==> src/hdl/i2cseq_pkg.sv <==
// Package for the sensor transfer sequencer: codes, phases, bus address bytes
// and the state and result structs shared by the step logic and the top level.
// No dependencies.
package i2cseq_pkg;

    // Item kinds
    localparam logic ACT_LOAD  = 1'b0;
    localparam logic ACT_EVENT = 1'b1;

    // Operation codes (any other code aborts the transfer)
    localparam logic [3:0] OP_WRITE     = 4'h0;
    localparam logic [3:0] OP_CUR_READ  = 4'h1;
    localparam logic [3:0] OP_RAND_READ = 4'h2;

    // Phase nibble; each step sets one more bit, bit 3 marks the end
    localparam logic [3:0] PH_IDLE  = 4'h0;
    localparam logic [3:0] PH_ADDR  = 4'h1;
    localparam logic [3:0] PH_DATA  = 4'h3;
    localparam logic [3:0] PH_LAST  = 4'h7;
    localparam logic [3:0] PH_FIN   = 4'hf;
    localparam logic [3:0] PH_ABORT = 4'h8;

    // Fixed 7-bit sensor address and the address bytes that carry it
    localparam logic [6:0] DEV_ADDR = 7'h48;
    localparam logic [7:0] ADDR_WR  = {DEV_ADDR, 1'b0};
    localparam logic [7:0] ADDR_RD  = {DEV_ADDR, 1'b1};

    typedef struct packed {
        logic [3:0]  phase;
        logic [3:0]  op;
        logic [7:0]  addr;
        logic [7:0]  data;
        logic [15:0] rd;
    } seq_state_t;

    typedef struct packed {
        logic        tx_valid;
        logic [7:0]  tx_byte;
        logic        ctl_valid;
        logic        start_bit;
        logic        stop_bit;
        logic        ack_valid;
        logic        ack_bit;
        logic [15:0] read_value;
        logic        done_res;
    } seq_res_t;

endpackage

==> src/hdl/i2c_sensor_transfer_sequencer.sv <==
// Top level of the sensor transfer sequencer: input handshake, sequencer
// state and the registered result stage. Depends on i2cseq_pkg, i2cseq_step.
//
// Usage
//   Input channel (in_valid / in_stall): each word is either a command load
//   (action 0: op_code, word_addr, write_data) or a bus event report
//   (action 1: rx_byte). Every input word gives exactly one result word.
//   Output channel (out_valid / out_stall): the bus drive for that word
//   (byte to send, start/stop, acknowledge), the assembled 16-bit read
//   value and the done flag.
//   The result is registered; it appears in the cycle after acceptance.
//   Throughput: one word per cycle when not stalled, set by the single result
//   register; state update and drive decode are one short pass of case logic.
//   Stall: while a result waits under out_stall, in_stall is raised and the
//   sequencer state holds; as soon as the result is taken a new word may
//   enter in the same cycle.
//   Reset: rst_n clears the sequencer state to zero (byte write, idle phase)
//   and empties the result register.
module i2c_sensor_transfer_sequencer
(
    input  logic        clk,
    input  logic        rst_n,
    input  logic        in_valid,
    output logic        in_stall,
    input  logic        action,
    input  logic [3:0]  op_code,
    input  logic [7:0]  word_addr,
    input  logic [7:0]  write_data,
    input  logic [7:0]  rx_byte,
    output logic        out_valid,
    input  logic        out_stall,
    output logic        tx_valid,
    output logic [7:0]  tx_byte,
    output logic        ctl_valid,
    output logic        start_bit,
    output logic        stop_bit,
    output logic        ack_valid,
    output logic        ack_bit,
    output logic [15:0] read_value,
    output logic        done_res
);
    import i2cseq_pkg::*;

    seq_state_t state_reg;
    seq_state_t state_next;
    seq_res_t   res_reg;
    seq_res_t   res_next;
    logic       out_valid_reg;
    logic       in_take;

    // Hold the input only while a finished result is still waiting
    assign in_stall = out_valid_reg & out_stall;
    assign in_take  = in_valid & ~in_stall;

    i2cseq_step u_step
    (
        .cur        (state_reg),
        .action     (action),
        .op_code    (op_code),
        .word_addr  (word_addr),
        .write_data (write_data),
        .rx_byte    (rx_byte),
        .nxt        (state_next),
        .res        (res_next)
    );

    // Sequencer state: advance on every accepted word
    always_ff @(posedge clk or negedge rst_n)
    begin
        if (!rst_n)
        begin
            state_reg <= '0;
        end
        else if (in_take)
        begin
            state_reg <= state_next;
        end
    end

    // Result valid: set on acceptance, drop once taken with nothing new behind it
    always_ff @(posedge clk or negedge rst_n)
    begin
        if (!rst_n)
        begin
            out_valid_reg <= 1'b0;
        end
        else if (in_take)
        begin
            out_valid_reg <= 1'b1;
        end
        else if (!out_stall)
        begin
            out_valid_reg <= 1'b0;
        end
    end

    // Result payload: load with each accepted word, hold otherwise
    always_ff @(posedge clk)
    begin
        if (in_take)
        begin
            res_reg <= res_next;
        end
    end

    assign out_valid  = out_valid_reg;
    assign tx_valid   = res_reg.tx_valid;
    assign tx_byte    = res_reg.tx_byte;
    assign ctl_valid  = res_reg.ctl_valid;
    assign start_bit  = res_reg.start_bit;
    assign stop_bit   = res_reg.stop_bit;
    assign ack_valid  = res_reg.ack_valid;
    assign ack_bit    = res_reg.ack_bit;
    assign read_value = res_reg.read_value;
    assign done_res   = res_reg.done_res;

endmodule

==> src/hdl/i2cseq_step.sv <==
// Step logic of the sensor transfer sequencer: next state and bus drive for
// one word, purely combinational. Depends on i2cseq_pkg.
module i2cseq_step
(
    input  i2cseq_pkg::seq_state_t cur,
    input  logic                   action,
    input  logic [3:0]             op_code,
    input  logic [7:0]             word_addr,
    input  logic [7:0]             write_data,
    input  logic [7:0]             rx_byte,
    output i2cseq_pkg::seq_state_t nxt,
    output i2cseq_pkg::seq_res_t   res
);
    import i2cseq_pkg::*;

    always_comb
    begin
        nxt = cur;
        res = '0;
        if (action == ACT_LOAD)
        begin
            nxt.op    = op_code;
            nxt.phase = PH_IDLE;
            nxt.addr  = word_addr;
            nxt.data  = write_data;
            nxt.rd    = '0;
        end
        else
        begin
            unique case (cur.op)
                OP_WRITE:
                begin
                    unique case (cur.phase)
                        PH_IDLE:
                        begin
                            res.ctl_valid = 1'b1;
                            res.tx_valid  = 1'b1;
                            res.tx_byte   = ADDR_WR;
                            nxt.phase     = PH_ADDR;
                        end
                        PH_ADDR:
                        begin
                            res.ctl_valid = 1'b1;
                            res.tx_valid  = 1'b1;
                            res.tx_byte   = cur.addr;
                            nxt.phase     = PH_DATA;
                        end
                        PH_DATA:
                        begin
                            res.ctl_valid = 1'b1;
                            res.tx_valid  = 1'b1;
                            res.tx_byte   = cur.data;
                            nxt.phase     = PH_LAST;
                        end
                        PH_LAST:
                        begin
                            res.ctl_valid = 1'b1;
                            res.stop_bit  = 1'b1;
                            nxt.phase     = PH_FIN;
                        end
                        default:
                        begin
                            nxt = cur;
                        end
                    endcase
                end
                OP_CUR_READ:
                begin
                    unique case (cur.phase)
                        PH_IDLE:
                        begin
                            res.ctl_valid = 1'b1;
                            res.tx_valid  = 1'b1;
                            res.tx_byte   = ADDR_RD;
                            nxt.phase     = PH_ADDR;
                        end
                        PH_ADDR:
                        begin
                            res.ctl_valid = 1'b1;
                            res.ack_valid = 1'b1;
                            res.ack_bit   = 1'b1;
                            nxt.phase     = PH_DATA;
                        end
                        PH_DATA:
                        begin
                            // first byte received lands in the upper half
                            res.ctl_valid = 1'b1;
                            res.ack_valid = 1'b1;
                            res.ack_bit   = 1'b1;
                            nxt.phase     = PH_LAST;
                            nxt.rd        = {rx_byte, cur.rd[7:0]};
                        end
                        PH_LAST:
                        begin
                            res.ctl_valid = 1'b1;
                            res.stop_bit  = 1'b1;
                            res.ack_valid = 1'b1;
                            nxt.phase     = PH_FIN;
                            nxt.rd        = {cur.rd[15:8], rx_byte};
                        end
                        default:
                        begin
                            nxt = cur;
                        end
                    endcase
                end
                OP_RAND_READ:
                begin
                    unique case (cur.phase)
                        PH_IDLE:
                        begin
                            res.ctl_valid = 1'b1;
                            res.tx_valid  = 1'b1;
                            res.tx_byte   = ADDR_WR;
                            nxt.phase     = PH_ADDR;
                        end
                        PH_ADDR:
                        begin
                            res.ctl_valid = 1'b1;
                            res.tx_valid  = 1'b1;
                            res.tx_byte   = cur.addr;
                            nxt.phase     = PH_DATA;
                        end
                        PH_DATA:
                        begin
                            // repeated start, then carry on as a current-address read
                            res.ctl_valid = 1'b1;
                            res.start_bit = 1'b1;
                            nxt.phase     = PH_IDLE;
                            nxt.op        = OP_CUR_READ;
                        end
                        default:
                        begin
                            nxt = cur;
                        end
                    endcase
                end
                default:
                begin
                    nxt.phase = PH_ABORT;
                    nxt.op    = OP_WRITE;
                end
            endcase
        end
        res.read_value = nxt.rd;
        res.done_res   = nxt.phase[3];
    end

endmodule

==> config.mk <==
export PLATFORM = sky130hd
export DESIGN_NAME = i2c_sensor_transfer_sequencer
export DESIGN_NICKNAME = d
export VERILOG_FILES = /design/src/hdl/i2cseq_pkg.sv /design/src/hdl/i2c_sensor_transfer_sequencer.sv /design/src/hdl/i2cseq_step.sv
export SDC_FILE = /design/constraint.sdc
export NUM_CORES = 1
export LEC_CHECK = 0
export CAP_MARGIN = 20
export CORE_MARGIN = 2
export CORE_UTILIZATION = 37
export CTS_CLUSTER_DIAMETER = 50
export DETAILED_ROUTE_END_ITERATION = 12
export DONT_BUFFER_PORTS = 1
export PLACE_DENSITY_LB_ADDON = 0.08
export RECOVER_POWER = 25
export SLEW_MARGIN = 20
export SYNTH_ARGS = -nofsm -noshare
export SYNTH_HDL_FRONTEND = slang
export SYNTH_SLANG_ARGS = --single-unit
==> constraint.sdc <==
create_clock -name clk -period 2.1 [get_ports clk]
set_input_delay 0 -clock clk [delete_from_list [all_inputs] [get_ports clk]]
set_output_delay 0 -clock clk [all_outputs]
set_load 0.03 [all_outputs]
==> results_dict.tcl <==
set metrics [dict create \
    syn-num-nets 345 \
    rsz0062_at_grt "false" \
    yosysTopAreaCellShare_pct 30.4 \
    hold_class "in -> reg" \
    crit_path_start_kind "flop" \
    p_leak_nw 1.55 \
    grt_pass1_wl_um 12900 \
    core_area_um2 8760 \
    synth_area_um2 3370 \
    clk_pin_slew_worst_paths_ns 0.08 \
    crit_chain "a21bo_2 -> clkinv_1 -> buf_4 -> nand3b_1 -> dlygate4sd3_1 -> nand2_1" \
    synth_edf_count 31 \
    synth_ff_type "dfrtp_1" \
    p_seq_share_pct 52.8 \
    syn_inst 312 \
    multiInputGateArea_um2 1290 \
    ys_ff_latch 72 \
    portBuffers 0 \
    ant_nets 0 \
    final-setup-viol-count 0 \
    antenna_found_initial 0 \
    cts_setup_buffers 0 \
    seqCellArea_um2 1960 \
    period_share_pct 93.9 \
    slowest_stage "dfrtp_1" \
    die_x_um 99.4 \
    yosysTopAreaCell "dfrtp_1" \
    finalSetupTns_ns 0 \
    ctsHtreeMaxLevel 3 \
    p_int_w 0.00266 \
    hold_viol_final 0 \
    place.gp.congestion 0.769 \
    layout.nets 381 \
    clkSinkCount 72 \
    placed_cells 411 \
    largest_reg_flops 40 \
    critical_path_class "reg -> reg" \
    track_usage_pct 16.7 \
    maxClockFrequency_mhz 507 \
    cp_max_fo 9 \
    critical_path_required_ns 2.34 \
    post-route-min-period_ns 1.97 \
    cp-end-kind "flop" \
    die_y_um 99.4 \
    synth_cell_type_count 45 \
    initial_utilization_pct 38.4 \
    ys_top_cells_by_count "nand2_1 (66), dfrtp_1 (41), edfxtp_1 (31), nand3_1 (27)" \
    vias 2505 \
    n_antenna_cell 0 \
    outcome "completed" \
    drv_slew 0 \
    ys_async_sr_fraction_pct 56.9 \
    worstMarginPinSlew_ns 1.09 \
    post_drt_wl_per_cell_um 16.9 \
    dieArea_um2 9890 \
    io_pins 66 \
    timing.rr.start "out_valid$_DFFE_PN0P_" \
    pwr-share-clk_pct 29.5 \
    avgSynthCellArea_um2 10.8 \
    dr.pass1.iters 4 \
    arrival_ns 2.22 \
    netSwitchingFraction_pct 31.2 \
    skew_ns 0.00602 \
    ys_seq_area_share_pct 58.1 \
    hp-start "out_stall" \
    slew_headroom_pct 27.2 \
    routed_wirelength_um 7800 \
    cts_tree "done" \
    p_sw_w 0.00120 \
    slowest_delay_ns 0.54 \
    yosys_warnings 0 \
    cts_buffer_depth 2 \
    power.density_nw_per_um2 953 \
    fp-row-count 34 \
    stdcell_count 461 \
    synth.most_common_cell "nand2_1" \
    fin_util_pct 46.2 \
    setup_slack_ns 0.128 \
    p_comb_share_pct 17.7 \
    grt.overflow.total 0 \
    synthTopCellsByArea "dfrtp_1 (30%), edfxtp_1 (28%), nand2_1 (7.4%), mux2_2 (5.3%), nand3_1 (4.0%)" \
    crit_start "out_valid$_DFFE_PN0P_" \
    grt_start_max_net_pins 48 \
    n_fill_cell 855 \
    cap_violations 0 \
    dp_hpwl_um 5140 \
    drive_gt1_share_pct 15.3 \
    ir_drop_mv 0.367 \
    grt_pass1_vias 2502 \
    areaGrowthSynthToFinish_pct 20.2 \
    cts-buffers-inserted 9 \
    clk_latency_ns 0.35 \
    pre_cts_ws_ns 0.304 \
    drc 0 \
    drtIter0Drc 95 \
    vias_per_cell 5.43 \
    root_buffer "clkbuf_8" \
]
final timing paths:
| check | endpoint | cells past startpoint | slack [ns] |
|---|---|---|---|
| max | state_reg[34]$_DFFE_PN0P_ | 6 | 0.13 |
| min | state_reg[35]$_DFFE_PN0P_ | 3 | 0.07 |
| max reg2reg | state_reg[34]$_DFFE_PN0P_ | 6 | 0.13 |
| min reg2reg | state_reg[24]$_DFFE_PN0P_ | 1 | 0.51 |
| max in group asynchronous | state_reg[9]$_DFFE_PN0P_ | 2 | 1.04 |
| min in group asynchronous | state_reg[16]$_DFFE_PN0P_ | 2 | 0.38 |
per-layer routing:
metal	global-route usage, %	part of all wire (%)	vias up
li1	-	-	1198
met1	21.1	44	1223
met2	27.4	50	68
met3	3.65	4.5	16
met4	7.59	1.8	0
met5	0	0	-
layout by cell type (no fill, tap or decap), types with 2 or more instances in the layout:
cell type      instances
clkinvlp_4             2
nand3b_1               4
dfrtp_1               41
inv_1                  2
clkbuf_16              2
dlygate4sd3_1         32
a21oi_1                7
o211ai_1              16
a21boi_0              17
buf_4                 13
nand2_1               66
clkbuf_8               9
nand3_1               27
mux2_2                16
nor4_1                 2
a22o_1                 2
nor2_1                17
o31ai_1                2
o21ai_0                7
and2_1                 4
a22oi_1                6
edfxtp_1              31
power groups by stage:
stage	clock (W)	sequential [W]	combinational [W]
after global routing	0.00123	0.00207	0.000782
after floorplan	0	0.00200	0.000512
after global placement	0	0.00206	0.000598
after detailed placement	0	0.00207	0.000604
after CTS	0.00117	0.00204	0.000697
final	0.00114	0.00204	0.000684
cells by family after synthesis:
logic type | Yosys count | synth area share [%]
and+or+nand+nor | 136 | 19.8
DFF | 72 | 58.1
AOI/OAI and AO/OA | 63 | 13.2
buffers and inverters | 25 | 3.56
muxes | 16 | 5.35
what timing repair did:
action	in CTS	in global routing
hold buffers	34	0
resized for setup	0	0
endpoints found under the hold margin	98	0
worst max-delay path, delay by kind of cell (launching register included):
family,cells,cell delay (ns)
and+or+nand+nor,2,0.13
AOI/OAI and AO/OA,1,0.32
DFF,1,0.54
buffers and inverters,3,0.88
through the flow:
step                instance area, µm²  hold slack, ns  total power, W
floorplan                         3370          -0.296         0.00251
CTS                               4070          0.0597         0.00390
finish                            4050          0.0689         0.00386
detailed placement                3490          -0.294         0.00267
global route                      4050          0.0992         0.00409
global placement                  3490          -0.294         0.00266
layout make-up:
type                       count  area share (%)
clock buffer                  12            4.39
sequential                    72            48.3
timing repair buffer          47            10.9
tap                          108            3.34
multi-input combinational    215            31.9
clock inverter                 4           0.803
inverter                       3           0.278
No activity file was read; power rests on OpenSTA's default activity.
